[src/design/kcc_pkg.sv]
// Shared types, constants and helper functions of the kicker charge controller.
package kcc_pkg;

    // Converter word handling and level arithmetic.
    localparam int unsigned ADC_SHIFT     = 6;
    localparam int unsigned ADC_W         = 16;
    localparam int unsigned LEVEL_W       = 11;
    localparam int unsigned CMP_W         = 12;
    localparam int unsigned VOLT_W        = 10;
    localparam int unsigned MARGIN_W      = 8;
    localparam int unsigned DUTY_W        = 8;
    localparam logic [ADC_W-1:0] LEVEL_BASE   = ADC_W'(1100);
    localparam logic [CMP_W-1:0] LEVEL_OFFSET = CMP_W'(300);
    localparam logic [DUTY_W-1:0] DUTY_MASK   = 8'hFC;
    localparam logic [7:0] SPEED_BASE         = 8'h30;
    localparam logic [7:0] SPEED_MAX          = 8'd10;
    localparam logic [CMP_W-1:0] ARG_SCALE    = CMP_W'(10);

    // Stream payload widths.
    localparam int unsigned IN_TDATA_W  = 48;
    localparam int unsigned OUT_TDATA_W = 24;

    // Configuration port.
    localparam int unsigned CFG_ADDR_W = 2;
    localparam int unsigned CFG_DATA_W = 10;
    localparam logic [CFG_ADDR_W-1:0] CFG_DEFAULT_TARGET  = 2'd0;
    localparam logic [CFG_ADDR_W-1:0] CFG_TARGET_CEILING  = 2'd1;
    localparam logic [CFG_ADDR_W-1:0] CFG_HYSTERESIS      = 2'd2;
    localparam logic [VOLT_W-1:0]   RST_DEFAULT_TARGET = 10'd250;
    localparam logic [VOLT_W-1:0]   RST_TARGET_CEILING = 10'd250;
    localparam logic [MARGIN_W-1:0] RST_HYSTERESIS     = 8'd20;

    // Command letters.
    localparam logic [7:0] CMD_DRIBBLE   = 8'h64; // d
    localparam logic [7:0] CMD_KICK      = 8'h6B; // k
    localparam logic [7:0] CMD_CHARGE    = 8'h63; // c
    localparam logic [7:0] CMD_DISCHARGE = 8'h70; // p
    localparam logic [7:0] CMD_STOP      = 8'h73; // s
    localparam logic [7:0] CMD_BEAM      = 8'h62; // b
    localparam logic [7:0] CMD_FULL      = 8'h66; // f
    localparam logic [7:0] CMD_VOLTS     = 8'h76; // v
    localparam logic [7:0] CMD_MINIMUM   = 8'h6D; // m

    typedef struct packed {
        logic              action;
        logic [7:0]        command_code;
        logic [7:0]        arg_first;
        logic [7:0]        arg_second;
        logic [ADC_W-1:0]  adc_raw;
        logic              beam_broken;
    } t_item;

    typedef struct packed {
        logic               charge_enable;
        logic               kick_fired;
        logic               discharge_fired;
        logic [DUTY_W-1:0]  roller_pwm;
        logic [LEVEL_W-1:0] cap_level;
    } t_result;

    typedef struct packed {
        logic                charging;
        logic                maintain_charge;
        logic                armed_on_beam;
        logic                armed_when_full;
        logic                armed_at_minimum;
        logic [VOLT_W-1:0]   target_volts;
        logic [VOLT_W-1:0]   threshold_volts;
        logic [DUTY_W-1:0]   duty_level;
    } t_state;

    typedef struct packed {
        logic [VOLT_W-1:0]   default_target;
        logic [VOLT_W-1:0]   target_ceiling;
        logic [MARGIN_W-1:0] hysteresis_margin;
    } t_cfg;

    // Argument byte times ten, saturated at the ceiling.
    function automatic logic [VOLT_W-1:0] scale_arg(input logic [7:0] arg,
                                                    input logic [VOLT_W-1:0] ceiling);
        logic [CMP_W-1:0] v;
        v = CMP_W'(arg) * ARG_SCALE;
        if (v > CMP_W'(ceiling)) begin
            return ceiling;
        end
        return v[VOLT_W-1:0];
    endfunction

    // Duty for dribbler speeds 0 to 10.
    function automatic logic [DUTY_W-1:0] duty_for_speed(input logic [3:0] speed);
        logic [DUTY_W-1:0] d;
        unique case (speed)
            4'd0:    d = 8'd0;
            4'd1:    d = 8'd25;
            4'd2:    d = 8'd51;
            4'd3:    d = 8'd77;
            4'd4:    d = 8'd102;
            4'd5:    d = 8'd128;
            4'd6:    d = 8'd153;
            4'd7:    d = 8'd179;
            4'd8:    d = 8'd204;
            4'd9:    d = 8'd230;
            4'd10:   d = 8'd255;
            default: d = 8'd0;
        endcase
        return d;
    endfunction

endpackage

[src/design/kicker_charge_controller.sv]
// Top level of the kicker charge controller: stream ports, registers and config.
//
// Each accepted transaction is one control pass. The block sustains one
// transaction per clock cycle while the result stream is not stalled; a result
// passes through the input register and then the result register. The
// controller state is read and updated in the single cycle in which an item
// moves from the input register to the result register, so consecutive items
// see each other's effect. Configuration is written through a plain write port
// and takes effect for items processed after the write.
module kicker_charge_controller #(
    parameter int unsigned ADC_SHIFT = kcc_pkg::ADC_SHIFT
) (
    input  logic                                 i_clk,
    input  logic                                 i_rst_n,
    // Input stream.
    input  logic                                 i_s_axis_tvalid,
    output logic                                 o_s_axis_tready,
    // command_code[7:0], arg_first[15:8], arg_second[23:16], adc_raw[39:24],
    // beam_broken[40], zero fill [47:41]
    input  logic [kcc_pkg::IN_TDATA_W-1:0]       i_s_axis_tdata,
    // action[0]
    input  logic                                 i_s_axis_tuser,
    // Result stream.
    output logic                                 o_m_axis_tvalid,
    input  logic                                 i_m_axis_tready,
    // charge_enable[0], kick_fired[1], discharge_fired[2], roller_pwm[10:3],
    // cap_level[21:11], zero fill [23:22]
    output logic [kcc_pkg::OUT_TDATA_W-1:0]      o_m_axis_tdata,
    // Configuration write port.
    input  logic                                 i_cfg_we,
    input  logic [kcc_pkg::CFG_ADDR_W-1:0]       i_cfg_addr,
    input  logic [kcc_pkg::CFG_DATA_W-1:0]       i_cfg_wdata
);

    kcc_pkg::t_item   r_item;
    logic             r_in_valid;
    kcc_pkg::t_state  r_state;
    kcc_pkg::t_state  n_state;
    kcc_pkg::t_cfg    r_cfg;
    kcc_pkg::t_result r_result;
    kcc_pkg::t_result n_result;
    logic             r_out_valid;
    logic             in_accept;
    logic             advance;

    // Handshake: the pass runs when the result register is free or draining.
    assign advance         = r_in_valid && (!r_out_valid || i_m_axis_tready);
    assign o_s_axis_tready = !r_in_valid || advance;
    assign in_accept       = i_s_axis_tvalid && o_s_axis_tready;

    // Input register.
    always_ff @(posedge i_clk) begin
        if (!i_rst_n) begin
            r_in_valid <= 1'b0;
        end else if (in_accept) begin
            r_in_valid <= 1'b1;
        end else if (advance) begin
            r_in_valid <= 1'b0;
        end
    end

    always_ff @(posedge i_clk) begin
        if (in_accept) begin
            r_item.action       <= i_s_axis_tuser;
            r_item.command_code <= i_s_axis_tdata[7:0];
            r_item.arg_first    <= i_s_axis_tdata[15:8];
            r_item.arg_second   <= i_s_axis_tdata[23:16];
            r_item.adc_raw      <= i_s_axis_tdata[39:24];
            r_item.beam_broken  <= i_s_axis_tdata[40];
        end
    end

    // Configuration registers.
    always_ff @(posedge i_clk) begin
        if (!i_rst_n) begin
            r_cfg.default_target    <= kcc_pkg::RST_DEFAULT_TARGET;
            r_cfg.target_ceiling    <= kcc_pkg::RST_TARGET_CEILING;
            r_cfg.hysteresis_margin <= kcc_pkg::RST_HYSTERESIS;
        end else if (i_cfg_we) begin
            if (i_cfg_addr == kcc_pkg::CFG_DEFAULT_TARGET) begin
                r_cfg.default_target <= i_cfg_wdata;
            end
            if (i_cfg_addr == kcc_pkg::CFG_TARGET_CEILING) begin
                r_cfg.target_ceiling <= i_cfg_wdata;
            end
            if (i_cfg_addr == kcc_pkg::CFG_HYSTERESIS) begin
                r_cfg.hysteresis_margin <= i_cfg_wdata[kcc_pkg::MARGIN_W-1:0];
            end
        end
    end

    // Control pass.
    kcc_pass #(
        .ADC_SHIFT (ADC_SHIFT)
    ) u_pass (
        .i_item   (r_item),
        .i_state  (r_state),
        .i_cfg    (r_cfg),
        .o_state  (n_state),
        .o_result (n_result)
    );

    // Controller state.
    always_ff @(posedge i_clk) begin
        if (!i_rst_n) begin
            r_state <= '0;
        end else if (advance) begin
            r_state <= n_state;
        end
    end

    // Result register.
    always_ff @(posedge i_clk) begin
        if (!i_rst_n) begin
            r_out_valid <= 1'b0;
        end else if (advance) begin
            r_out_valid <= 1'b1;
        end else if (i_m_axis_tready) begin
            r_out_valid <= 1'b0;
        end
    end

    always_ff @(posedge i_clk) begin
        if (advance) begin
            r_result <= n_result;
        end
    end

    assign o_m_axis_tvalid = r_out_valid;
    assign o_m_axis_tdata  = {2'b00, r_result.cap_level, r_result.roller_pwm,
                              r_result.discharge_fired, r_result.kick_fired,
                              r_result.charge_enable};

endmodule

[src/design/kcc_pass.sv]
// Combinational control pass: command decode, hysteresis charging and kick arming.
module kcc_pass #(
    parameter int unsigned ADC_SHIFT = kcc_pkg::ADC_SHIFT
) (
    input  kcc_pkg::t_item   i_item,
    input  kcc_pkg::t_state  i_state,
    input  kcc_pkg::t_cfg    i_cfg,
    output kcc_pkg::t_state  o_state,
    output kcc_pkg::t_result o_result
);

    logic [kcc_pkg::ADC_W-1:0]   shifted;
    logic [kcc_pkg::LEVEL_W-1:0] level;
    logic [kcc_pkg::CMP_W-1:0]   level_ext;
    logic [kcc_pkg::CMP_W-1:0]   margin_ext;
    logic [7:0]                  speed;
    logic [kcc_pkg::VOLT_W-1:0]  scaled_first;
    logic [kcc_pkg::VOLT_W-1:0]  scaled_second;

    // Capacitor level from the converter word, saturated at zero.
    assign shifted   = i_item.adc_raw >> ADC_SHIFT;
    assign level     = (shifted > kcc_pkg::LEVEL_BASE) ? '0
                     : kcc_pkg::LEVEL_W'(kcc_pkg::LEVEL_BASE - shifted);
    assign level_ext  = kcc_pkg::CMP_W'(level);
    assign margin_ext = kcc_pkg::CMP_W'(i_cfg.hysteresis_margin);
    assign speed      = i_item.arg_first - kcc_pkg::SPEED_BASE;
    assign scaled_first  = kcc_pkg::scale_arg(i_item.arg_first, i_cfg.target_ceiling);
    assign scaled_second = kcc_pkg::scale_arg(i_item.arg_second, i_cfg.target_ceiling);

    always_comb begin
        kcc_pkg::t_state s;
        logic kick;
        logic discharge;
        s         = i_state;
        kick      = 1'b0;
        discharge = 1'b0;

        // Command decode.
        if (i_item.action) begin
            unique case (i_item.command_code)
                kcc_pkg::CMD_DRIBBLE: begin
                    if (speed <= kcc_pkg::SPEED_MAX) begin
                        s.duty_level = kcc_pkg::duty_for_speed(speed[3:0]);
                    end
                end
                kcc_pkg::CMD_KICK: begin
                    s.charging        = 1'b0;
                    kick              = 1'b1;
                    s.armed_on_beam   = 1'b0;
                    s.maintain_charge = 1'b0;
                end
                kcc_pkg::CMD_CHARGE: begin
                    s.target_volts    = i_cfg.default_target;
                    s.charging        = 1'b1;
                    s.maintain_charge = 1'b1;
                end
                kcc_pkg::CMD_DISCHARGE: begin
                    s.charging        = 1'b0;
                    discharge         = 1'b1;
                    s.maintain_charge = 1'b0;
                end
                kcc_pkg::CMD_STOP: begin
                    s.charging        = 1'b0;
                    s.armed_on_beam   = 1'b0;
                    s.maintain_charge = 1'b0;
                end
                kcc_pkg::CMD_BEAM: begin
                    s.target_volts    = i_cfg.default_target;
                    s.charging        = 1'b1;
                    s.maintain_charge = 1'b1;
                    s.armed_on_beam   = 1'b1;
                end
                kcc_pkg::CMD_FULL: begin
                    s.target_volts    = scaled_first;
                    s.charging        = 1'b1;
                    s.maintain_charge = 1'b1;
                    s.armed_when_full = 1'b1;
                end
                kcc_pkg::CMD_VOLTS: begin
                    s.target_volts    = scaled_first;
                    s.charging        = 1'b1;
                    s.maintain_charge = 1'b1;
                end
                kcc_pkg::CMD_MINIMUM: begin
                    s.armed_at_minimum = 1'b1;
                    s.threshold_volts  = scaled_second;
                    s.target_volts     = scaled_first;
                    s.charging         = 1'b1;
                    s.maintain_charge  = 1'b1;
                end
                default: begin
                end
            endcase
        end

        // Minimum threshold reached: hand over to beam arming.
        if (s.armed_at_minimum && level_ext >
            kcc_pkg::CMP_W'(s.threshold_volts) + margin_ext + kcc_pkg::LEVEL_OFFSET) begin
            s.armed_on_beam    = 1'b1;
            s.armed_at_minimum = 1'b0;
        end

        // Upper hysteresis edge stops the charger and may arm the beam.
        if (s.charging && level_ext >
            kcc_pkg::CMP_W'(s.target_volts) + margin_ext + kcc_pkg::LEVEL_OFFSET) begin
            s.charging = 1'b0;
            if (s.armed_when_full) begin
                s.armed_on_beam   = 1'b1;
                s.armed_when_full = 1'b0;
            end else if (s.armed_at_minimum) begin
                s.armed_on_beam    = 1'b1;
                s.armed_at_minimum = 1'b0;
            end
        end

        // Lower hysteresis edge restarts a maintained charge.
        if (s.maintain_charge && !s.charging &&
            (level_ext + margin_ext < kcc_pkg::CMP_W'(s.target_volts) + kcc_pkg::LEVEL_OFFSET))
        begin
            s.charging = 1'b1;
        end

        // Ball in the beam while armed fires the kick.
        if (i_item.beam_broken && s.armed_on_beam) begin
            s.armed_on_beam   = 1'b0;
            s.charging        = 1'b0;
            kick              = 1'b1;
            s.maintain_charge = 1'b0;
        end

        o_state                  = s;
        o_result.charge_enable   = s.charging;
        o_result.kick_fired      = kick;
        o_result.discharge_fired = discharge;
        o_result.roller_pwm      = s.duty_level & kcc_pkg::DUTY_MASK;
        o_result.cap_level       = level;
    end

endmodule

[config.mk]
export PLATFORM = sky130hd
export DESIGN_NAME = kicker_charge_controller
export DESIGN_NICKNAME = d
export VERILOG_FILES = /design/src/design/kcc_pkg.sv /design/src/design/kicker_charge_controller.sv /design/src/design/kcc_pass.sv
export SDC_FILE = /design/constraint.sdc
export NUM_CORES = 1
export LEC_CHECK = 0
export ABC_AREA = 0
export BUFFER_PORTS_ARGS = -buffer_cell sky130_fd_sc_hd__buf_2
export CAP_MARGIN = 20
export CORE_MARGIN = 2
export CORE_UTILIZATION = 40
export CTS_BUF_LIST = sky130_fd_sc_hd__clkbuf_4 sky130_fd_sc_hd__clkbuf_8
export DETAILED_ROUTE_END_ITERATION = 7
export GPL_ROUTABILITY_DRIVEN = 0
export GPL_TIMING_DRIVEN = 0
export HOLD_SLACK_MARGIN = 0.06
export PLACE_DENSITY = 0.69
export SYNTH_ARGS = -nofsm -noshare
export SYNTH_HDL_FRONTEND = slang
export SYNTH_SLANG_ARGS = --single-unit
[constraint.sdc]
create_clock -name i_clk -period 6.9 [get_ports i_clk]
set_input_delay 0.345 -clock i_clk [delete_from_list [all_inputs] [get_ports i_clk]]
set_output_delay 0.345 -clock i_clk [all_outputs]
set_load 0.02 [all_outputs]
==> results.md <==
- Cells on worst reg2reg path: 38
- Relative slew slack: 0.316
- DRC: 0
- CP required: 7110 ps
- Fmax: 136 MHz
- Row Count: 52
- Post-Synthesis Cells: 895
- Post-synth top cells: ha_1 (106), nand2_1 (105), nor2_1 (73)
- Io pins: 92
- CTS root buffer: clkbuf_8
- Setup WS post-layout: -444 ps
- Clk_skew: approximately 17 ps
- Layout Nets: 1260
- CP Max Fanout: 7
- Total CTS buffers: 17
- Cell variety after synth: 80
- Core ar.: between 20000 and 25000 sq um
- P&R area growth vs syn: 29.1%
- Layout cell share with drive strength beyond 1: 0.253
- Min-delay worst type: in -> reg
- Final Util: 0.527
- DRT Pass-1 Iters: 4
- WL final: 22.6 mm
- Die Wd: between 100 and 150 um
- Post-route ant nets: 0
- Fillers: 1774
- Synth Cell Area: 8260 sq um
- Warnings, synthesis: 0
- Synth top area cells: edfxtp_1 (20%), ha_1 (16%), dfxtp_1 (15%)
- Deepest clock path buffer count: 2
- Final period util: 1.06
- CP max-delay cell: edfxtp_1
- GRT overflow: 0
- Setup CP Type: reg -> reg
- Setup violators final: 7
- Worst EP arrival: 7560 ps
- Die span in y: 148 um
- Largest net degree at the start of global routing: 37
- Clock sinks: ~120
- First-pass GRT wire length: 34.7 mm
- Initial DRC Count: ~390
- Register area share after synthesis: 0.352
- Crit. End Element: flip-flop
- P_leak: 0.00459 uW
- Outcome: complete, but fails checks
- VDD IR-drop max: 0.000161 V
- Hold Vio Cnt, Final: 0
- Synth async-reset ratio: 0
- Hold depth: 3
- RSZ-0062 raised after global routing: yes
- # H-tree levels: 4
- Slew @ Worst Pin: just over 1000 ps
- Final Max Slew Viols: 0
- Clock transition at path regs: roughly 70 ps
- Initial core utilization: 0.408
- Design area: 10700 sq um
- WL/cell: around 17 um
- # diodes: 0
- Tmin final: 7340 ps
- Failing checks: setup timing
- Worst-Skew Late Latency: 460 ps
- Area after DPL: approximately 9000 sq um
- Area of the die: 21800 sq um
- GRT Total Usage: 0.204
- Top-count cell post-synth: ha_1
- Number of max-cap violations: 0
- Top FF cell, synth: dfxtp_1
- Syn Area/Cell: 9.23 sq um
- Number of flops mapped to enable cells by yosys: 56
- Total power: 2140 uW
- Area fraction of the dominant cell type after synthesis: 0.204
- CTS tree: built
- Vias in the first global route: 7060
- Via density: 5.38
- Worst path max stage delay: 430 ps
- Initial antenna violation count: 0
- Startpoint Class: flip-flop
- Cell area power density: 201 nW/um^2
- Vias: roughly 7300
- Dpl hpwl: around 16 mm
- IO buf count: 74
- Synthesized flop and latch total: 117
- Synth area leader: edfxtp_1
## layout make-up
cell class | instances | area [sq um] | area share
flip-flops and latches | 117 | 2900 | 0.272
plain buffers | 31 | 145 | 0.0136
multi-input cells | 703 | 5470 | 0.513
clock inverters | 11 | 198 | 0.0185
inverters | 47 | 176 | 0.0165
clock buffers | 21 | 270 | 0.0253
well taps | 270 | 338 | 0.0317
repair buffers | 166 | 1160 | 0.109
## power breakdown
part	leakage (uW)	switching (uW)	internal (uW)	total, uW
logic	0.00332	326	280	606
registers	0.00103	23.1	762	785
clock network	0.000236	298	455	753
## worst max-delay path, delay by kind of cell (launching register included)
family | cells | cell delay, ps
AOI/OAI and AO/OA | 18 | 3100
xor gates and xnor gates | 3 | 390
adders and majority gates | 6 | 1680
buffers and inverters | 4 | 560
DFF | 1 | 430
muxes | 1 | 230
and+or+nand+nor | 6 | 690
## stage by stage
stage          TNS [ps]  setup WS [ps]  hold WS, ps  std cells
3_5_place_dp      -6680          -1160          444       1242
2_1_floorplan         0           16.9          432        898
4_1_cts           -1430           -305          101       1350
6_report          -2700           -444          122       1366
5_1_grt           -5190           -805          125       1366
3_3_place_gp      -6330          -1100          440       1242
## cells in the final DEF, fill, tap and decap left out, types with 7 or more instances in the layout
master and n:
nand2_1 103, ha_1 94, buf_2 79, nor2_1 72, dfxtp_1 61, buf_4 57, edfxtp_1 56, a21oi_1 52
inv_1 43, dlygate4sd3_1 36, o21ai_0 27, xnor2_1 26, mux2i_1 24, xor2_1 21, clkbuf_1 20, clkbuf_8 18
nand3_1 17, a21o_1 15, o211ai_1 14, nor3_1 14, nor2b_1 10, a211oi_1 10, o21a_1 9, o21ai_2 9
o21ai_1 8, a21oi_2 8, a211oi_2 8, ha_4 8, a31oi_1 7
## worst paths after layout
kind | slack, ps | start | end
worst max register to register | -440 | r_item[28]$_DFFE_PP_ | o_m_axis_tdata[1]$_SDFFCE_PN1P_
worst max-delay path | -440 | r_item[28]$_DFFE_PP_ | o_m_axis_tdata[1]$_SDFFCE_PN1P_
worst min register to register | 460 | r_state[26]$_SDFFE_PN0P_ | r_state[26]$_SDFFE_PN0P_
worst min-delay path | 120 | i_s_axis_tvalid | r_in_valid$_SDFFE_PN0P_
## logic make-up after synthesis
| kind of cell | count (synthesis) | synth area share |
|---|---|---|
| simple gates | 276 | 0.157 |
| fa+ha+maj | 111 | 0.173 |
| buf+inv | 78 | 0.0388 |
| flops | 117 | 0.352 |
| xor+xnor | 52 | 0.0552 |
| mux | 35 | 0.0441 |
| compound gates | 225 | 0.181 |
| other cells | 1 | 0.000454 |
## sequential cells by signal, summed over array words and instances, names as in the netlist
register	flops
o_m_axis_tdata	20
o_m_axis_tvalid	1
r_state	31
r_item	36
r_cfg	28
r_in_valid	1
## repair_timing
item	CTS	global route
setup buffers	40	15
gates cloned	0	0
pin swaps	55	36
hold endpoints to repair	36	0
hold buffers	36	0
endpoints found under the setup margin	7	7
gates resized for setup	54	33
## layer usage
metal / part of all wire / GRT usage / vias up / wire (um)
met5: 0 / 0 / - / 0
li1: - / - / 3627 / -
met2: 0.50 / 0.369 / 179 / 11400
met3: 0.047 / 0.0407 / 56 / 1050
met1: 0.41 / 0.236 / 3486 / 9370
met4: 0.034 / 0.0813 / 0 / 763
No activity file was read; power rests on OpenSTA's default activity.
